`src/rtl/core/syip_pkg.sv`:
```
// Package for the shunting-yard infix to postfix converter.
// Holds token, result and error codes, sequencer types and default sizes.
// No dependencies.
package syip_pkg;

  localparam int STACK_DEPTH_DEF     = 16;
  localparam int MAX_PAREN_DEPTH_DEF = 15;
  localparam int PAYLOAD_WIDTH_DEF   = 32;

  localparam int LevelStep = 100;
  localparam int CfgW      = 7;
  localparam int CmdW      = 3;
  localparam int OpW       = 3;
  localparam int KindW     = 2;
  localparam int ErrW      = 3;
  localparam int NumOps    = 6;
  localparam int CfgIdxW   = 2;

  localparam logic [CmdW-1:0] CMD_OPERAND  = 3'd0;
  localparam logic [CmdW-1:0] CMD_LPAREN   = 3'd1;
  localparam logic [CmdW-1:0] CMD_OPERATOR = 3'd2;
  localparam logic [CmdW-1:0] CMD_RPAREN   = 3'd3;
  localparam logic [CmdW-1:0] CMD_END      = 3'd4;

  localparam logic [OpW-1:0] OP_DSTAR = 3'd0;
  localparam logic [OpW-1:0] OP_CARET = 3'd1;
  localparam logic [OpW-1:0] OP_MUL   = 3'd2;
  localparam logic [OpW-1:0] OP_DIV   = 3'd3;
  localparam logic [OpW-1:0] OP_ADD   = 3'd4;
  localparam logic [OpW-1:0] OP_SUB   = 3'd5;
  localparam logic [OpW-1:0] OP_NONE  = 3'd0;

  localparam logic [KindW-1:0] KIND_OPERAND  = 2'd0;
  localparam logic [KindW-1:0] KIND_OPERATOR = 2'd1;
  localparam logic [KindW-1:0] KIND_ACCEPT   = 2'd2;
  localparam logic [KindW-1:0] KIND_ERROR    = 2'd3;

  localparam logic [ErrW-1:0] ERR_NONE        = 3'd0;
  localparam logic [ErrW-1:0] ERR_OPERAND_POS = 3'd1;
  localparam logic [ErrW-1:0] ERR_OPERATOR_POS = 3'd2;
  localparam logic [ErrW-1:0] ERR_UNMATCHED_R = 3'd3;
  localparam logic [ErrW-1:0] ERR_UNMATCHED_L = 3'd4;
  localparam logic [ErrW-1:0] ERR_STACK_OVF   = 3'd5;
  localparam logic [ErrW-1:0] ERR_DEPTH_OVF   = 3'd6;

  localparam logic [CfgIdxW-1:0] REG_PREC_POWER  = 2'd0;
  localparam logic [CfgIdxW-1:0] REG_PREC_MULDIV = 2'd1;
  localparam logic [CfgIdxW-1:0] REG_PREC_ADDSUB = 2'd2;
  localparam logic [CfgIdxW-1:0] REG_LEFT_MASK   = 2'd3;

  typedef enum logic [2:0] {
    S_IDLE,
    S_DECODE,
    S_FETCH,
    S_POPCHK,
    S_RESOLVE,
    S_FINISH
  } state_t;

  typedef enum logic [1:0] {
    M_OPER,
    M_RPAREN,
    M_END
  } mode_t;

endpackage

```
`src/rtl/core/syip_stack.sv`:
```
// Operator stack storage: one write port and one registered read port.
// Depends on nothing; sized by its parameters.
module syip_stack #(
  parameter int DATA_W = 15,
  parameter int DEPTH  = 16
) (
  input  logic                     clk,
  input  logic                     we,
  input  logic [$clog2(DEPTH)-1:0] waddr,
  input  logic [DATA_W-1:0]        wdata,
  input  logic [$clog2(DEPTH)-1:0] raddr,
  output logic [DATA_W-1:0]        rdata
);

  logic [DATA_W-1:0] mem [DEPTH];

  always_ff @(posedge clk) begin
    if (we) begin
      mem[waddr] <= wdata;
    end
    rdata <= mem[raddr];
  end

endmodule

```
`src/rtl/core/syip_cmp.sv`:
```
// Precedence compare unit shared by every pop decision.
// Depends on nothing; the width comes from its parameter.
module syip_cmp #(
  parameter int PREC_W = 11
) (
  input  logic [PREC_W-1:0] entry_prec,
  input  logic              entry_left,
  input  logic [PREC_W-1:0] target,
  input  logic              force_pop,
  output logic              pop
);

  // An entry leaves when forced, binds tighter, or ties and is left associative.
  assign pop = force_pop || (entry_prec > target) ||
               ((entry_prec == target) && entry_left);

endmodule

```
`src/rtl/core/shunting_yard_infix_to_postfix.sv`:
```
// Top level of the shunting-yard infix to postfix converter.
// Depends on syip_pkg, syip_stack and syip_cmp.
//
//  channel  | handshake              | payload
//  ---------+------------------------+---------------------------------------------
//  input    | in_valid / in_stall    | command, op_code, token_payload
//  output   | out_valid / out_stall  | out_kind, out_op, out_payload, error_code, last
//  config   | cfg_we                 | cfg_index, cfg_data
//
// An operand, a '(' or a request that fails or is ignored at decode returns to idle.
// An operator, ')' or end request runs fetch, a pop check unless the stack is empty,
// resolve and finish, with fetch and pop check again for each operator popped: each
// pop is one stack memory read followed by one compare unit pass. Reset empties the
// stack, clears the depth and expects an operand. A stalled output holds the sequencer.
module shunting_yard_infix_to_postfix #(
  parameter int STACK_DEPTH     = syip_pkg::STACK_DEPTH_DEF,
  parameter int MAX_PAREN_DEPTH = syip_pkg::MAX_PAREN_DEPTH_DEF,
  parameter int PAYLOAD_WIDTH   = syip_pkg::PAYLOAD_WIDTH_DEF
) (
  input  logic                         clk,
  input  logic                         rst,
  input  logic                         in_valid,
  output logic                         in_stall,
  input  logic [syip_pkg::CmdW-1:0]    command,
  input  logic [syip_pkg::OpW-1:0]     op_code,
  input  logic [PAYLOAD_WIDTH-1:0]     token_payload,
  output logic                         out_valid,
  input  logic                         out_stall,
  output logic [syip_pkg::KindW-1:0]   out_kind,
  output logic [syip_pkg::OpW-1:0]     out_op,
  output logic [PAYLOAD_WIDTH-1:0]     out_payload,
  output logic [syip_pkg::ErrW-1:0]    error_code,
  output logic                         last,
  input  logic                         cfg_we,
  input  logic [syip_pkg::CfgIdxW-1:0] cfg_index,
  input  logic [syip_pkg::CfgW-1:0]    cfg_data
);

  localparam int PREC_W  = $clog2(syip_pkg::LevelStep * MAX_PAREN_DEPTH
                                  + (1 << syip_pkg::CfgW));
  localparam int DEPTH_W = $clog2(MAX_PAREN_DEPTH + 1);
  localparam int CNT_W   = $clog2(STACK_DEPTH + 1);
  localparam int IDX_W   = $clog2(STACK_DEPTH);
  localparam int ENTRY_W = PREC_W + syip_pkg::OpW + 1;

  logic [syip_pkg::CfgW-1:0]   prec_power;
  logic [syip_pkg::CfgW-1:0]   prec_muldiv;
  logic [syip_pkg::CfgW-1:0]   prec_addsub;
  logic [syip_pkg::NumOps-1:0] left_assoc_mask;

  syip_pkg::state_t state;
  syip_pkg::state_t state_next;
  syip_pkg::mode_t  mode;

  logic [syip_pkg::CmdW-1:0] cmd_q;
  logic [syip_pkg::OpW-1:0]  op_q;
  logic [PAYLOAD_WIDTH-1:0]  payload_q;
  logic [PREC_W-1:0]         target;
  logic [CNT_W-1:0]          stack_count;
  logic [DEPTH_W-1:0]        paren_depth;
  logic                      expect_operand;

  logic                      pend_valid;
  logic [syip_pkg::KindW-1:0] pend_kind;
  logic [syip_pkg::OpW-1:0]  pend_op;
  logic [syip_pkg::ErrW-1:0] pend_err;

  logic                      can_emit;
  logic                      pend_ok;
  logic [CNT_W-1:0]          cnt_m1;
  logic [PREC_W-1:0]         level;
  logic [PREC_W-1:0]         op_prec;
  logic [syip_pkg::CfgW-1:0] base;
  logic [ENTRY_W-1:0]        rd_entry;
  logic [ENTRY_W-1:0]        wr_entry;
  logic                      do_pop;

  logic                      dir_load;
  logic [syip_pkg::KindW-1:0] dir_kind;
  logic [syip_pkg::ErrW-1:0] dir_err;
  logic                      pnd_load;
  logic [syip_pkg::KindW-1:0] pnd_kind;
  logic [syip_pkg::OpW-1:0]  pnd_op;
  logic [syip_pkg::ErrW-1:0] pnd_err;
  logic                      pnd_flush;
  logic                      act_clear;
  logic                      act_push;
  logic                      act_pop;
  logic                      act_inc;
  logic                      act_dec;
  logic                      act_operand;
  logic                      act_start;
  syip_pkg::mode_t           start_mode;
  logic [PREC_W-1:0]         start_target;

  assign in_stall = (state != syip_pkg::S_IDLE);
  assign can_emit = !out_valid || !out_stall;
  assign pend_ok  = !pend_valid || can_emit;
  assign cnt_m1   = stack_count - CNT_W'(1);
  assign level    = PREC_W'(paren_depth) * PREC_W'(syip_pkg::LevelStep);

  always_comb begin
    case (op_q) inside
      syip_pkg::OP_DSTAR, syip_pkg::OP_CARET: base = prec_power;
      syip_pkg::OP_MUL, syip_pkg::OP_DIV:     base = prec_muldiv;
      default:                                base = prec_addsub;
    endcase
  end

  assign op_prec  = PREC_W'(base) + level;
  assign wr_entry = {target, op_q, left_assoc_mask[op_q]};

  syip_stack #(
    .DATA_W (ENTRY_W),
    .DEPTH  (STACK_DEPTH)
  ) u_stack (
    .clk   (clk),
    .we    (act_push),
    .waddr (stack_count[IDX_W-1:0]),
    .wdata (wr_entry),
    .raddr (cnt_m1[IDX_W-1:0]),
    .rdata (rd_entry)
  );

  syip_cmp #(
    .PREC_W (PREC_W)
  ) u_cmp (
    .entry_prec (rd_entry[ENTRY_W-1 -: PREC_W]),
    .entry_left (rd_entry[0]),
    .target     (target),
    .force_pop  (mode == syip_pkg::M_END),
    .pop        (do_pop)
  );

  // Next state.
  always_comb begin
    state_next = state;
    unique case (state)
      syip_pkg::S_IDLE: begin
        if (in_valid) begin
          state_next = syip_pkg::S_DECODE;
        end
      end
      syip_pkg::S_DECODE: begin
        if (act_start) begin
          state_next = syip_pkg::S_FETCH;
        end else if (dir_load || act_inc || act_operand || cmd_q > syip_pkg::CMD_END) begin
          state_next = syip_pkg::S_IDLE;
        end
      end
      syip_pkg::S_FETCH: begin
        state_next = (stack_count == '0) ? syip_pkg::S_RESOLVE : syip_pkg::S_POPCHK;
      end
      syip_pkg::S_POPCHK: begin
        if (!do_pop) begin
          state_next = syip_pkg::S_RESOLVE;
        end else if (pend_ok) begin
          state_next = syip_pkg::S_FETCH;
        end
      end
      syip_pkg::S_RESOLVE: begin
        if (pnd_load || act_push || act_dec) begin
          state_next = syip_pkg::S_FINISH;
        end
      end
      syip_pkg::S_FINISH: begin
        if (!pend_valid || can_emit) begin
          state_next = syip_pkg::S_IDLE;
        end
      end
      default: state_next = syip_pkg::S_IDLE;
    endcase
  end

  // Sequencer actions.
  always_comb begin
    dir_load     = 1'b0;
    dir_kind     = syip_pkg::KIND_ERROR;
    dir_err      = syip_pkg::ERR_NONE;
    pnd_load     = 1'b0;
    pnd_kind     = syip_pkg::KIND_ERROR;
    pnd_op       = syip_pkg::OP_NONE;
    pnd_err      = syip_pkg::ERR_NONE;
    pnd_flush    = 1'b0;
    act_clear    = 1'b0;
    act_push     = 1'b0;
    act_pop      = 1'b0;
    act_inc      = 1'b0;
    act_dec      = 1'b0;
    act_operand  = 1'b0;
    act_start    = 1'b0;
    start_mode   = syip_pkg::M_END;
    start_target = '0;
    unique case (state)
      syip_pkg::S_IDLE: begin
      end
      syip_pkg::S_DECODE: begin
        if (cmd_q <= syip_pkg::CMD_END) begin
          if (expect_operand) begin
            if (cmd_q == syip_pkg::CMD_OPERAND) begin
              if (can_emit) begin
                dir_load    = 1'b1;
                dir_kind    = syip_pkg::KIND_OPERAND;
                act_operand = 1'b1;
              end
            end else if (cmd_q == syip_pkg::CMD_LPAREN) begin
              if (paren_depth >= DEPTH_W'(MAX_PAREN_DEPTH)) begin
                if (can_emit) begin
                  dir_load  = 1'b1;
                  dir_err   = syip_pkg::ERR_DEPTH_OVF;
                  act_clear = 1'b1;
                end
              end else begin
                act_inc = 1'b1;
              end
            end else if (can_emit) begin
              dir_load  = 1'b1;
              dir_err   = syip_pkg::ERR_OPERAND_POS;
              act_clear = 1'b1;
            end
          end else begin
            if (cmd_q == syip_pkg::CMD_OPERAND || cmd_q == syip_pkg::CMD_LPAREN ||
                (cmd_q == syip_pkg::CMD_OPERATOR && op_q > syip_pkg::OP_SUB)) begin
              if (can_emit) begin
                dir_load  = 1'b1;
                dir_err   = syip_pkg::ERR_OPERATOR_POS;
                act_clear = 1'b1;
              end
            end else if (cmd_q == syip_pkg::CMD_OPERATOR) begin
              act_start    = 1'b1;
              start_mode   = syip_pkg::M_OPER;
              start_target = op_prec;
            end else if (cmd_q == syip_pkg::CMD_RPAREN) begin
              if (paren_depth == '0) begin
                if (can_emit) begin
                  dir_load  = 1'b1;
                  dir_err   = syip_pkg::ERR_UNMATCHED_R;
                  act_clear = 1'b1;
                end
              end else begin
                act_start    = 1'b1;
                start_mode   = syip_pkg::M_RPAREN;
                start_target = level;
              end
            end else begin
              act_start  = 1'b1;
              start_mode = syip_pkg::M_END;
            end
          end
        end
      end
      syip_pkg::S_FETCH: begin
      end
      syip_pkg::S_POPCHK: begin
        if (do_pop && pend_ok) begin
          pnd_load = 1'b1;
          pnd_kind = syip_pkg::KIND_OPERATOR;
          pnd_op   = rd_entry[1 +: syip_pkg::OpW];
          act_pop  = 1'b1;
        end
      end
      syip_pkg::S_RESOLVE: begin
        unique case (mode)
          syip_pkg::M_OPER: begin
            if (stack_count >= CNT_W'(STACK_DEPTH)) begin
              if (pend_ok) begin
                pnd_load  = 1'b1;
                pnd_err   = syip_pkg::ERR_STACK_OVF;
                act_clear = 1'b1;
              end
            end else begin
              act_push = 1'b1;
            end
          end
          syip_pkg::M_RPAREN: begin
            act_dec = 1'b1;
          end
          default: begin
            if (pend_ok) begin
              pnd_load  = 1'b1;
              act_clear = 1'b1;
              if (paren_depth != '0) begin
                pnd_err = syip_pkg::ERR_UNMATCHED_L;
              end else begin
                pnd_kind = syip_pkg::KIND_ACCEPT;
              end
            end
          end
        endcase
      end
      syip_pkg::S_FINISH: begin
        pnd_flush = pend_valid && can_emit;
      end
      default: begin
      end
    endcase
  end

  always_ff @(posedge clk) begin
    if (rst) begin
      state           <= syip_pkg::S_IDLE;
      mode            <= syip_pkg::M_END;
      stack_count     <= '0;
      paren_depth     <= '0;
      expect_operand  <= 1'b1;
      pend_valid      <= 1'b0;
      out_valid       <= 1'b0;
      prec_power      <= syip_pkg::CfgW'(4);
      prec_muldiv     <= syip_pkg::CfgW'(3);
      prec_addsub     <= syip_pkg::CfgW'(2);
      left_assoc_mask <= '0;
    end else begin
      state <= state_next;
      if (cfg_we) begin
        unique case (cfg_index)
          syip_pkg::REG_PREC_POWER:  prec_power      <= cfg_data;
          syip_pkg::REG_PREC_MULDIV: prec_muldiv     <= cfg_data;
          syip_pkg::REG_PREC_ADDSUB: prec_addsub     <= cfg_data;
          default:                   left_assoc_mask <= cfg_data[syip_pkg::NumOps-1:0];
        endcase
      end
      if (act_start) begin
        mode <= start_mode;
      end
      if (act_operand) begin
        expect_operand <= 1'b0;
      end
      if (act_inc) begin
        paren_depth <= paren_depth + DEPTH_W'(1);
      end
      if (act_dec) begin
        paren_depth <= paren_depth - DEPTH_W'(1);
      end
      if (act_pop) begin
        stack_count <= cnt_m1;
      end
      if (act_push) begin
        stack_count    <= stack_count + CNT_W'(1);
        expect_operand <= 1'b1;
      end
      if (act_clear) begin
        stack_count    <= '0;
        paren_depth    <= '0;
        expect_operand <= 1'b1;
      end
      if (pnd_load) begin
        pend_valid <= 1'b1;
      end else if (pnd_flush) begin
        pend_valid <= 1'b0;
      end
      if (dir_load || pnd_flush || (pnd_load && pend_valid)) begin
        out_valid <= 1'b1;
      end else if (out_valid && !out_stall) begin
        out_valid <= 1'b0;
      end
    end
  end

  always_ff @(posedge clk) begin
    if (state == syip_pkg::S_IDLE && in_valid) begin
      cmd_q     <= command;
      op_q      <= op_code;
      payload_q <= token_payload;
    end
    if (act_start) begin
      target <= start_target;
    end
    if (pnd_load) begin
      pend_kind <= pnd_kind;
      pend_op   <= pnd_op;
      pend_err  <= pnd_err;
    end
    if (dir_load) begin
      out_kind    <= dir_kind;
      out_op      <= syip_pkg::OP_NONE;
      out_payload <= (dir_kind == syip_pkg::KIND_OPERAND) ? payload_q : '0;
      error_code  <= dir_err;
      last        <= 1'b1;
    end else if (pnd_flush || (pnd_load && pend_valid)) begin
      out_kind    <= pend_kind;
      out_op      <= pend_op;
      out_payload <= '0;
      error_code  <= pend_err;
      last        <= pnd_flush;
    end
  end

endmodule

```
`config.mk`:
```
export PLATFORM = sky130hd
export DESIGN_NAME = shunting_yard_infix_to_postfix
export DESIGN_NICKNAME = d
export VERILOG_FILES = /design/src/rtl/core/syip_pkg.sv /design/src/rtl/core/syip_stack.sv /design/src/rtl/core/syip_cmp.sv /design/src/rtl/core/shunting_yard_infix_to_postfix.sv
export SDC_FILE = /design/constraint.sdc
export NUM_CORES = 1
export LEC_CHECK = 0
export ABC_AREA = 1
export BUFFER_PORTS_ARGS = -buffer_cell sky130_fd_sc_hd__buf_2
export CORE_MARGIN = 2
export CORE_UTILIZATION = 35
export CTS_CLUSTER_SIZE = 14
export DETAILED_ROUTE_END_ITERATION = 7
export PLACE_DENSITY = 0.5
export SLEW_MARGIN = 0
export SYNTH_ARGS = -nofsm -noshare
export SYNTH_HDL_FRONTEND = slang
export SYNTH_SLANG_ARGS = --single-unit
```
`constraint.sdc`:
```
create_clock -name clk -period 8.65 [get_ports clk]
set_input_delay 1.73 -clock clk [delete_from_list [all_inputs] [get_ports clk]]
set_output_delay 1.73 -clock clk [all_outputs]
set_load 0.02 [all_outputs]
```
==> summary.txt, run 1 <==
Power
  – Reg power frac: 50.9%
  – Max IR drop VDD: 0.200 mV
  – Clk network pwr share: 38.6%
  – Combinational share of power: 10.5%
  – Sw power: 1.15 mW
  – Pwr Total: 4.52 mW
  – Lkg Pwr: 6.92 nW
  – P per Cell Area: 240 nW/um^2
  – P_int: 3.37 mW
  – Switching Share: 25.4%

CTS
  – CTS tree: done
  – Max Buffers Root-to-Sink: 3
  – CTS H-Tree Depth: 2
  – Post-CTS Setup Bufs: 0
  – Worst-path clk slew: 0.06 ns
  – # resized after CTS: 0
  – Latest clock arrival within the worst-skew pair: around 0.57 ns
  – CTS Root Cell: clkbuf_16
  – Clock Sinks: between 300 and 400
  – Hold bufs inserted after CTS: 0
  – Number of CTS-inserted buffers: 44

GRT
  – All-Layer GR Usage: 17.0%
  – Vias in the first global route: 10200
  – Largest net degree at the start of global routing: 92
  – First-pass GRT wire length: 61.3 mm
  – Grt total ovfl: 0
  – Initial antenna violation count: 0

Setup path
  – Crit-path max cell delay: between 0.7 and 0.8 ns
  – Worst Path Class, Setup: register to register
  – R2r endpoint: u_stack.rdata[5]$_DFF_P_
  – Worst-path cell chain: clkinv_2, buf_4, ha_4, buf_4, o21ai_0, o221ai_1, o211ai_1, o21ai_0
  – Worst R2R Setup Slack: 4.32 ns
  – CP required: between 9 and 10 ns
  – Cell family with most CP delay: buffers and inverters
  – Worst-path maximum fanout: a little over 90
  – Buf+Inv Stages, Crit Path: 3
  – Reg2Reg Depth: 8
  – Master of the slowest instance on the critical path: dfxtp_4
  – Worst path arrival time: between 4 and 5 ns
  – Startpoint types: register
  – Reg-to-reg startpoint: stack_count[0]$_SDFFE_PP0P_
  – Endpoint class of the critical path: register

Timing
  – Slew Viols, Final: 0
  – Setup TNS: 0 ns
  – Slew of the pin with the lowest slew margin: 1.02 ns
  – Fmax: 0.231 GHz
  – Final hold violation count: 0
  – Final setup viols: 0
  – Fin Clk Skew: 0.0166 ns
  – Final min period: 4.33 ns
  – Fin crit share: 50.1%
  – Slew headroom: a little under a third
  – RSZ-0062 raised after global routing: false

Routing
  – DR iter-0 viols: roughly 630
  – Drt first pass iters: 5
  – Routed Antenna Nets: 0
  – WL final: 40.4 mm
  – DR WL/cell: 19.2 um
  – Via count: 10400
  – Vias per cell: 4.95
  – DRC Markers: 0

Outcome
  – Status: finished clean

Logic synthesis
  – Syn_nets: 1446
  – EDFF count, synth: between 300 and 400
  – Distinct cells, synth: 48
  – Syn_area_per_cell: between 10 and 15 um^2
  – Post-synthesis sequential area ratio: 69.2%
  – Post-synth top flop: edfxtp_1
  – Synth Register Bits: 396
  – Synth warnings: 0
  – Post-synthesis cell area: roughly 16000 um^2
  – Gate Count Post-Synth: 1357
  – Synth async-reset ratio: 0%

Floorplanning
  – IO Count: 95
  – Initial Util: 35.2%
  – Die X: 220 um
  – FP Rows: 79
  – Core box area: 46300 um^2
  – Height of the die: 220 um
  – Die area: 48200 um^2

Layout
  – Area Growth Syn to Fin: 15.9%
  – Antenna Cells: 0
  – Non-Filler Instances: 2106
  – Filler cells: 4451
  – FF+latch area: 11300 um^2
  – Share of cells above drive strength 1: 14.9%
  – Area of the multi-input gates: 4430 um^2
  – Nets: 1553

Min path
  – Hold-critical path endpoint: left_assoc_mask[0]$_SDFFE_PP0P_
  – Hold crit path type: register to register
  – Min-delay src: left_assoc_mask[0]$_SDFFE_PP0P_
  – Worst Hold Depth: 2

Run
  – Maxcap violations: 0

Placement
  – Buffers on Ports: 94
  – GP Congestion: 0.764
  – DP Wirelength: 24.0 mm
  – Inst Count DP: ~2000
-- kinds of logic after synthesis --
kind of cell / after synthesis / share of synthesized area (%)
DFF: 396 / 69.2
buffers and inverters: 172 / 4.11
xor gates and xnor gates: 12 / 0.808
and+or+nand+nor: 467 / 12.1
AOI/OAI and AO/OA: 257 / 9.84
muxes: 16 / 0.984
adders and majority gates: 37 / 2.98
-- cells in the final DEF, fill, tap and decap left out, types with 33 or more instances in the layout --
cell	instances
edfxtp_1	333
nor2_1	265
o21ai_0	116
nand2_1	114
inv_1	107
buf_2	94
dfxtp_1	62
clkbuf_16	45
o32ai_1	44
a21oi_1	38
ha_1	33
-- worst max path at each step --
stage          cells after the start                        start  slack [ns]                        to
4_1_cts                            8  stack_count[0]$_SDFFE_PP0P_        4.34  u_stack.rdata[7]$_DFF_P_
3_5_place_dp                       8  stack_count[0]$_SDFFE_PP0P_        4.38  u_stack.rdata[7]$_DFF_P_
2_1_floorplan                      2                     in_valid        4.85        cmd_q[0]$_DFFE_PP_
5_1_grt                            8  stack_count[0]$_SDFFE_PP0P_        3.96  u_stack.rdata[1]$_DFF_P_
6_report                           8  stack_count[0]$_SDFFE_PP0P_        4.32  u_stack.rdata[5]$_DFF_P_
3_3_place_gp                       8  stack_count[0]$_SDFFE_PP0P_        4.50  u_stack.rdata[1]$_DFF_P_
-- cell usage after synthesis, types with 16 or more instances --
cell      count  share of area [%]
nand3_1      29               0.89
buf_2        16               0.49
edfxtp_1    333                 61
nand2_1     114                2.6
inv_1       107                2.5
a21oi_1      38                1.2
o21ai_0     116                3.6
ha_1         34                2.6
nor2_1      277                6.4
clkbuf_1     35               0.81
dfxtp_1      63                7.8
o211ai_1     17               0.78
o221ai_1     16               0.86
o32ai_1      44                2.4
mux2i_1      16               0.98
-- metal layers --
metal / track usage (%) / part of all wire, %
met1: 24.0 / 47
met2: 26.1 / 45
met3: 3.91 / 5.6
met4: 5.10 / 2.5
met5: 0 / 0
-- per-stage QoR --
step | instance area [um^2] | worst slack (ns) | utilization, % | hold slack [ns]
after floorplan | 16300 | 4.85 | - | 0.421
after global placement | 17500 | 4.50 | 37.9 | 0.430
after detailed placement | 17500 | 4.38 | 37.9 | 0.434
after CTS | 18900 | 4.34 | 40.8 | 0.448
after global routing | 18900 | 3.96 | 40.8 | 0.478
final | 18900 | 4.32 | 40.8 | 0.449
-- worst reg2reg max path, cell delays in order, from the launching register on --
cell	delay, ns
dfxtp_4	0.76
clkinv_2	0.78
buf_4	0.62
ha_4	0.63
buf_4	0.73
o21ai_0	0.29
o221ai_1	0.23
o211ai_1	0.12
o21ai_0	0.11
-- cell type report --
type | instances | share of cell area (%)
sequential | 396 | 59.7
timing repair buffer | 116 | 3.37
clock buffer | 63 | 6.44
clock inverter | 18 | 0.617
tap | 607 | 4.03
inverter | 117 | 2.34
multi-input combinational | 789 | 23.5
-- state kept, by name, indices dropped and copies added (netlist names), 6 cells and up --
signal           flops
prec_power           7
prec_addsub          7
target              11
payload_q           32
u_stack.rdata       15
prec_muldiv          7
left_assoc_mask      6
out_payload         32
u_stack.mem        240
-- power groups by stage --
stage	logic, mW	registers, mW	clock network (mW)
floorplan	0.227	2.41	0
global placement	0.477	2.34	0
detailed placement	0.479	2.34	0
CTS	0.482	2.30	1.80
global route	0.528	2.31	1.88
finish	0.473	2.30	1.75
Note: power is estimated with default switching activity, not from simulation.
==> run 2: changes to the inputs <==
--- a/config.mk
+++ b/config.mk
@@ -11,7 +11,7 @@
 export CORE_UTILIZATION = 35
 export CTS_CLUSTER_SIZE = 14
 export DETAILED_ROUTE_END_ITERATION = 7
-export PLACE_DENSITY = 0.5
+export PLACE_DENSITY = 0.52
 export SLEW_MARGIN = 0
 export SYNTH_ARGS = -nofsm -noshare
 export SYNTH_HDL_FRONTEND = slang
==> constraint.sdc (replaced) <==
create_clock -name clk -period 3.89 [get_ports clk]
set_input_delay 0.778 -clock clk [delete_from_list [all_inputs] [get_ports clk]]
set_output_delay 0.778 -clock clk [all_outputs]
set_load 0.02 [all_outputs]
==> summary.txt, run 2 (same netlist as run 1, synthesis figures left out) <==
Outcome
  – Status: finished clean

GRT
  – Vias in the first global route: 10100 (-0.50%)
  – Grt total ovfl: 0 (unchanged)
  – All-Layer GR Usage: 16.8% (-0.19 points)
  – First-pass GRT wire length: 60.9 mm (-0.73%)
  – Initial antenna violation count: 1 (+1)
  – Largest net degree at the start of global routing: 87 (-5.4%)

Routing
  – DR WL/cell: 18.9 um (-1.4%)
  – WL met3: 2.00 mm (-11%)
  – Met2 WL: 18.7 mm (+3.4%)
  – Drt first pass iters: 6 (+1)
  – WL final: 40.0 mm (-1.0%)
  – Routed Antenna Nets: 0 (unchanged)
  – Via count: 10400 (+0.029%)
  – Vias per cell: 4.93 (-0.40%)
  – Metal1 wirelength: 18.5 mm (-3.2%)
  – Highest metal used: met4
  – DRC Markers: 0 (unchanged)
  – DR iter-0 viols: 696 (+11%)

Setup path
  – Crit-path max cell delay: 0.66 ns (-0.10 ns)
  – Worst-path cell chain: inv_1, ha_1, nand2_1, inv_1, nand2_1, nor2_1, nand2_1, nor2_1, nor2_1, nand2_2, nand2_4, nand2_4, nand2_4, nand2_1, buf_4
  – Endpoint class of the critical path: register
  – Worst path arrival time: 3.26 ns (-1.56 ns)
  – Startpoint types: register
  – Buf+Inv Stages, Crit Path: 3 (unchanged)
  – Worst path most repeated cell: nand2_1
  – Critical path depth: 15 (+7)
  – Worst Path Class, Setup: register to register
  – Master of the slowest instance on the critical path: edfxtp_1
  – Worst-path maximum fanout: 38 (-58%)
  – Cell family with most CP delay: simple AND/OR/NAND/NOR gates
  – Reg2Reg Depth: 15 (+7)
  – CP required: 4.08 ns (-5.05 ns)

Timing
  – Slew Viols, Final: 0 (unchanged)
  – Slew headroom: 29.5% (-2.0 points)
  – Final min period: 3.07 ns (-1.26 ns)
  – RSZ-0062 raised after global routing: false
  – Final setup viols: 0 (unchanged)
  – Slew of the pin with the lowest slew margin: 1.05 ns (+0.0297 ns)
  – Fin crit share: 78.9% (+29 points)
  – Final hold violation count: 0 (unchanged)
  – Fin Clk Skew: 0.0245 ns (+0.00792 ns)
  – Fmax: 0.326 GHz (+41%)
  – Setup TNS: 0 ns (unchanged)

Power
  – P per Cell Area: 538 nW/um^2 (+120%)
  – Lkg Pwr: 7.03 nW (+1.6%)
  – Max IR drop VDD: 0.439 mV (+120%)

CTS
  – Post-CTS Setup Bufs: 0 (unchanged)
  – Max Buffers Root-to-Sink: 3 (unchanged)
  – CTS Root Cell: clkbuf_16
  – Worst-path clk slew: 0.06 ns (about the same)
  – CTS H-Tree Depth: 2 (unchanged)
  – Number of CTS-inserted buffers: 43 (-2.3%)
  – Latest clock arrival within the worst-skew pair: 0.57 ns (about the same)
  – Hold bufs inserted after CTS: 0 (unchanged)
  – CTS tree: done
  – # resized after CTS: 0 (unchanged)
  – Clock Sinks: 396 (unchanged)

Floorplanning
  – Core box area: 46300 um^2 (unchanged)
  – Initial Util: 35.2% (unchanged)
  – Die area: 48200 um^2 (unchanged)
  – Height of the die: 220 um (unchanged)
  – FP Rows: 79 (unchanged)
  – Die X: 220 um (unchanged)
  – IO Count: 95 (unchanged)

Layout
  – Max FFs per register: 240 (unchanged)
  – Most frequent cells in the layout: edfxtp_1 (333), nor2_1 (265), o21ai_0 (116), nand2_1 (114), inv_1 (107)
  – Filler cells: 4407 (-0.99%)
  – Most flop-heavy register: u_stack.mem
  – Area of the multi-input gates: 4410 um^2 (-0.34%)
  – Nets: 1561 (+0.52%)
  – Share of cells above drive strength 1: 15.8% (+0.92 points)
  – Most common cell after layout, fill and taps aside: edfxtp_1
  – Registers with the most flip-flops: u_stack.mem (240), out_payload (32), payload_q (32)
  – FF+latch area: 11300 um^2 (unchanged)
  – Final instance area: 19100 um^2 (+1.1%)
  – Area Growth Syn to Fin: 17.2%

Placement
  – DP Wirelength: 24.6 mm (+2.6%)
  – GP Congestion: 0.821 (+7.5%)
  – Placed Area: 17700 um^2 (+0.73%)
  – Buffers on Ports: 94 (unchanged)

Run
  – Maxcap violations: 0 (unchanged)

Min path
  – Worst Hold Depth: 1 (-1)
  – Hold crit path type: input pin to register
[run 2: layout make-up]
type	count	share of cell area, %
Sequential cell	396	59.1
Multi-Input combinational cell	789	23.1
Clock buffer	68	6.61
Timing Repair Buffer	125	4.08
Tap cell	607	3.98
Inverter	117	2.31
Clock inverter	12	0.787
Antenna cell	1	0.0131
[run 2: worst paths after layout]
| kind | from | endpoint | slack (ns) |
|---|---|---|---|
| max | target[10]$_SDFFCE_PP0P_ | out_payload[30]$_SDFFCE_PN0P_ | 0.82 |
| min | token_payload[12] | payload_q[12]$_DFFE_PP_ | 0.38 |
| max reg2reg | target[10]$_SDFFCE_PP0P_ | out_payload[30]$_SDFFCE_PN0P_ | 0.82 |
| min reg2reg | left_assoc_mask[2]$_SDFFE_PP0P_ | left_assoc_mask[2]$_SDFFE_PP0P_ | 0.44 |
[run 2: stage by stage]
step                power, mW  worst slack (ns)  utilization, %  std cells  hold WS (ns)
global placement         6.27             0.841            38.2       2034         0.433
global route             10.7             0.518            41.2       2114         0.361
floorplan                5.86             0.915               -       1357         0.421
finish                   10.3             0.821            41.2       2115         0.380
CTS                      10.4             0.790            41.2       2114         0.349
detailed placement       6.27             0.817            38.2       2034         0.436
[run 2: layer usage]
| layer | track usage (%) | vias up |
|---|---|---|
| li1 | - | 5052 |
| met1 | 22.9 | 5083 |
| met2 | 27.2 | 228 |
| met3 | 3.06 | 55 |
| met4 | 5.35 | 0 |
| met5 | 0 | - |
[run 2: report_power, final]
group / switching (mW) / internal [mW] / leakage (nW)
Clock: 1.66 / 2.43 / 0.685
Sequential: 0.130 / 4.97 / 3.60
Combinational: 0.777 / 0.295 / 2.75
Total: 2.56 / 7.69 / 7.03
==> run 3: changes to the inputs <==
--- a/config.mk
+++ b/config.mk
@@ -11,7 +11,7 @@
 export CORE_UTILIZATION = 35
 export CTS_CLUSTER_SIZE = 14
 export DETAILED_ROUTE_END_ITERATION = 7
-export PLACE_DENSITY = 0.52
+export PLACE_DENSITY = 0.5
 export SLEW_MARGIN = 0
 export SYNTH_ARGS = -nofsm -noshare
 export SYNTH_HDL_FRONTEND = slang
==> constraint.sdc (replaced) <==
create_clock -name clk -period 3 [get_ports clk]
set_input_delay 0.6 -clock clk [delete_from_list [all_inputs] [get_ports clk]]
set_output_delay 0.6 -clock clk [all_outputs]
set_load 0.02 [all_outputs]
==> summary.txt, run 3 (same netlist as run 1, synthesis figures left out) <==
Outcome
  – Status: finished clean

GRT
  – Initial antenna violation count: 2 (+1)
  – First-pass GRT wire length: 62.3 mm (+2.4%)
  – Vias in the first global route: 10400 (+2.9%)
  – Largest net degree at the start of global routing: 79 (-9.2%)
  – All-Layer GR Usage: 17.2% (+0.38 points)
  – Grt total ovfl: 0 (unchanged)

Power
  – Clk network pwr share: 39.3% (-0.5 points)
  – Reg power frac: 49.9% (+0.2 points)
  – P_int: 9.88 mW (+28%)
  – Switching Share: 25.3% (+0.27 points)
  – P per Cell Area: 686 nW/um^2 (+28%)
  – Max IR drop VDD: 0.613 mV (+40%)
  – Combinational share of power: 10.8% (+0.3 points)
  – Sw power: 3.34 mW (+30%)
  – Lkg Pwr: 7.18 nW (+2.1%)

Timing
  – Slew headroom: 40.7% (+11 points)
  – Final hold violation count: 0 (unchanged)
  – Setup TNS: 0 ns (unchanged)
  – Fin Clk Skew: 0.0289 ns (+0.00436 ns)
  – Slew of the pin with the lowest slew margin: 0.889 ns (-0.165 ns)
  – Final min period: 2.59 ns (-0.475 ns)
  – Final setup viols: 0 (unchanged)
  – RSZ-0062 raised after global routing: false
  – Slew Viols, Final: 0 (unchanged)
  – Hold_ws: 0.213 ns (-0.168 ns)
  – Fmax: 0.385 GHz (+18%)
  – Fin crit share: 86.5% (+7.6 points)

Setup path
  – Worst path arrival time: 2.90 ns (-0.36 ns)
  – Cell family with most CP delay: adder cells
  – Critical path depth: 8 (-7)
  – Endpoint class of the critical path: register
  – Startpoint types: register
  – Worst-path cell chain: inv_1, ha_1, ha_1, ha_1, inv_1, o21ai_0, nand2_1, o311a_1
  – Worst-path maximum fanout: 7 (-82%)
  – Master of the slowest instance on the critical path: dfxtp_1
  – Worst path most repeated cell: ha_1
  – Buf+Inv Stages, Crit Path: 2 (-1)
  – CP required: 3.31 ns (-0.77 ns)
  – Worst Path Class, Setup: register to register
  – Reg2Reg Depth: 8 (-7)
  – Crit-path max cell delay: 0.50 ns (-0.16 ns)

CTS
  – Worst-path clk slew: 0.06 ns (about the same)
  – Number of CTS-inserted buffers: 43 (unchanged)
  – Hold bufs inserted after CTS: 0 (unchanged)
  – CTS H-Tree Depth: 2 (unchanged)
  – Post-CTS Setup Bufs: 0 (unchanged)
  – CTS tree: done
  – Clock Sinks: 396 (unchanged)
  – CTS Root Cell: clkbuf_16
  – # resized after CTS: 0 (unchanged)
  – Latest clock arrival within the worst-skew pair: 0.58 ns (about the same)
  – Max Buffers Root-to-Sink: 3 (unchanged)

Layout
  – Area Growth Syn to Fin: 18.3%
  – Non-Filler Instances: 2143 (+1.3%)
  – Share of cells above drive strength 1: 17.4% (+1.7 points)
  – Registers with the most flip-flops: u_stack.mem (240), out_payload (32), payload_q (32)
  – Most flop-heavy register: u_stack.mem
  – Nets: 1591 (+1.9%)
  – Final instance area: 19300 um^2 (+0.95%)
  – Antenna Cells: 0 (-1)
  – Max FFs per register: 240 (unchanged)
  – Fin util: 41.6% (+0.39 points)
  – Most frequent cells in the layout: edfxtp_1 (333), nor2_1 (265), o21ai_0 (116), nand2_1 (114), inv_1 (107)
  – Most common cell after layout, fill and taps aside: edfxtp_1

Routing
  – DR WL/cell: 19.0 um (+0.61%)
  – WL final: 40.8 mm (+1.9%)
  – Via count: 10600 (+2.2%)
  – Routed Antenna Nets: 0 (unchanged)
  – Drt first pass iters: 6 (unchanged)
  – DR iter-0 viols: 622 (-11%)
  – Vias per cell: 4.97 (+0.82%)
  – DRC Markers: 0 (unchanged)

Floorplanning
  – Core box area: 46300 um^2 (unchanged)
  – Height of the die: 220 um (unchanged)
  – Die X: 220 um (unchanged)
  – Die area: 48200 um^2 (unchanged)
  – IO Count: 95 (unchanged)
  – Initial Util: 35.2% (unchanged)
  – FP Rows: 79 (unchanged)

Placement
  – Buffers on Ports: 94 (unchanged)
  – Placed Area: 17900 um^2 (+1.2%)
  – DP Wirelength: 26.0 mm (+5.6%)
  – GP Congestion: 0.813 (-0.97%)
  – Inst Count DP: 2064 (+1.5%)

Min path
  – Hold crit path type: input pin to register
  – Worst Hold Depth: 1 (unchanged)

Run
  – Maxcap violations: 0 (unchanged)
run 3: path summary, 6_finish.rpt:
path / start / to / slack [ns]
max: paren_depth[1]$_SDFFE_PP0P_ / target[9]$_SDFFCE_PP0P_ / 0.41
min: token_payload[31] / payload_q[31]$_DFFE_PP_ / 0.21
min reg2reg: left_assoc_mask[2]$_SDFFE_PP0P_ / left_assoc_mask[2]$_SDFFE_PP0P_ / 0.44
max reg2reg: paren_depth[1]$_SDFFE_PP0P_ / target[9]$_SDFFCE_PP0P_ / 0.41
run 3: power groups by stage:
stage | registers [mW] | logic [mW] | clock network (mW)
after global routing | 6.64 | 1.58 | 5.54
final | 6.60 | 1.42 | 5.19
after floorplan | 6.95 | 0.653 | 0
after detailed placement | 6.70 | 1.44 | 0
after CTS | 6.60 | 1.45 | 5.35
after global placement | 6.71 | 1.44 | 0
run 3: metrics by stage:
stage,setup WS [ns],power (mW)
global route,0.179,13.8
floorplan,0.0250,7.60
global placement,0.435,8.15
finish,0.406,13.2
CTS,0.424,13.4
detailed placement,0.437,8.14
run 3: layout make-up:
type	count	area, um^2
Inverter	117	440
Clock buffer	61	1180
Clock inverter	18	199
Multi-Input combinational cell	789	4410
Tap cell	607	759
Sequential cell	396	11300
Timing Repair Buffer	155	991
Fill cell	4364	27000
run 3: metal layers:
metal | GRT usage, % | share of wire (%) | up-vias | wire length (um)
li1 | - | - | 5093 | -
met1 | 23.3 | 45 | 5200 | 18200
met2 | 28.1 | 47 | 281 | 19300
met3 | 3.69 | 5.7 | 69 | 2320
met4 | 4.45 | 2.3 | 0 | 947
met5 | 0 | 0 | - | 0
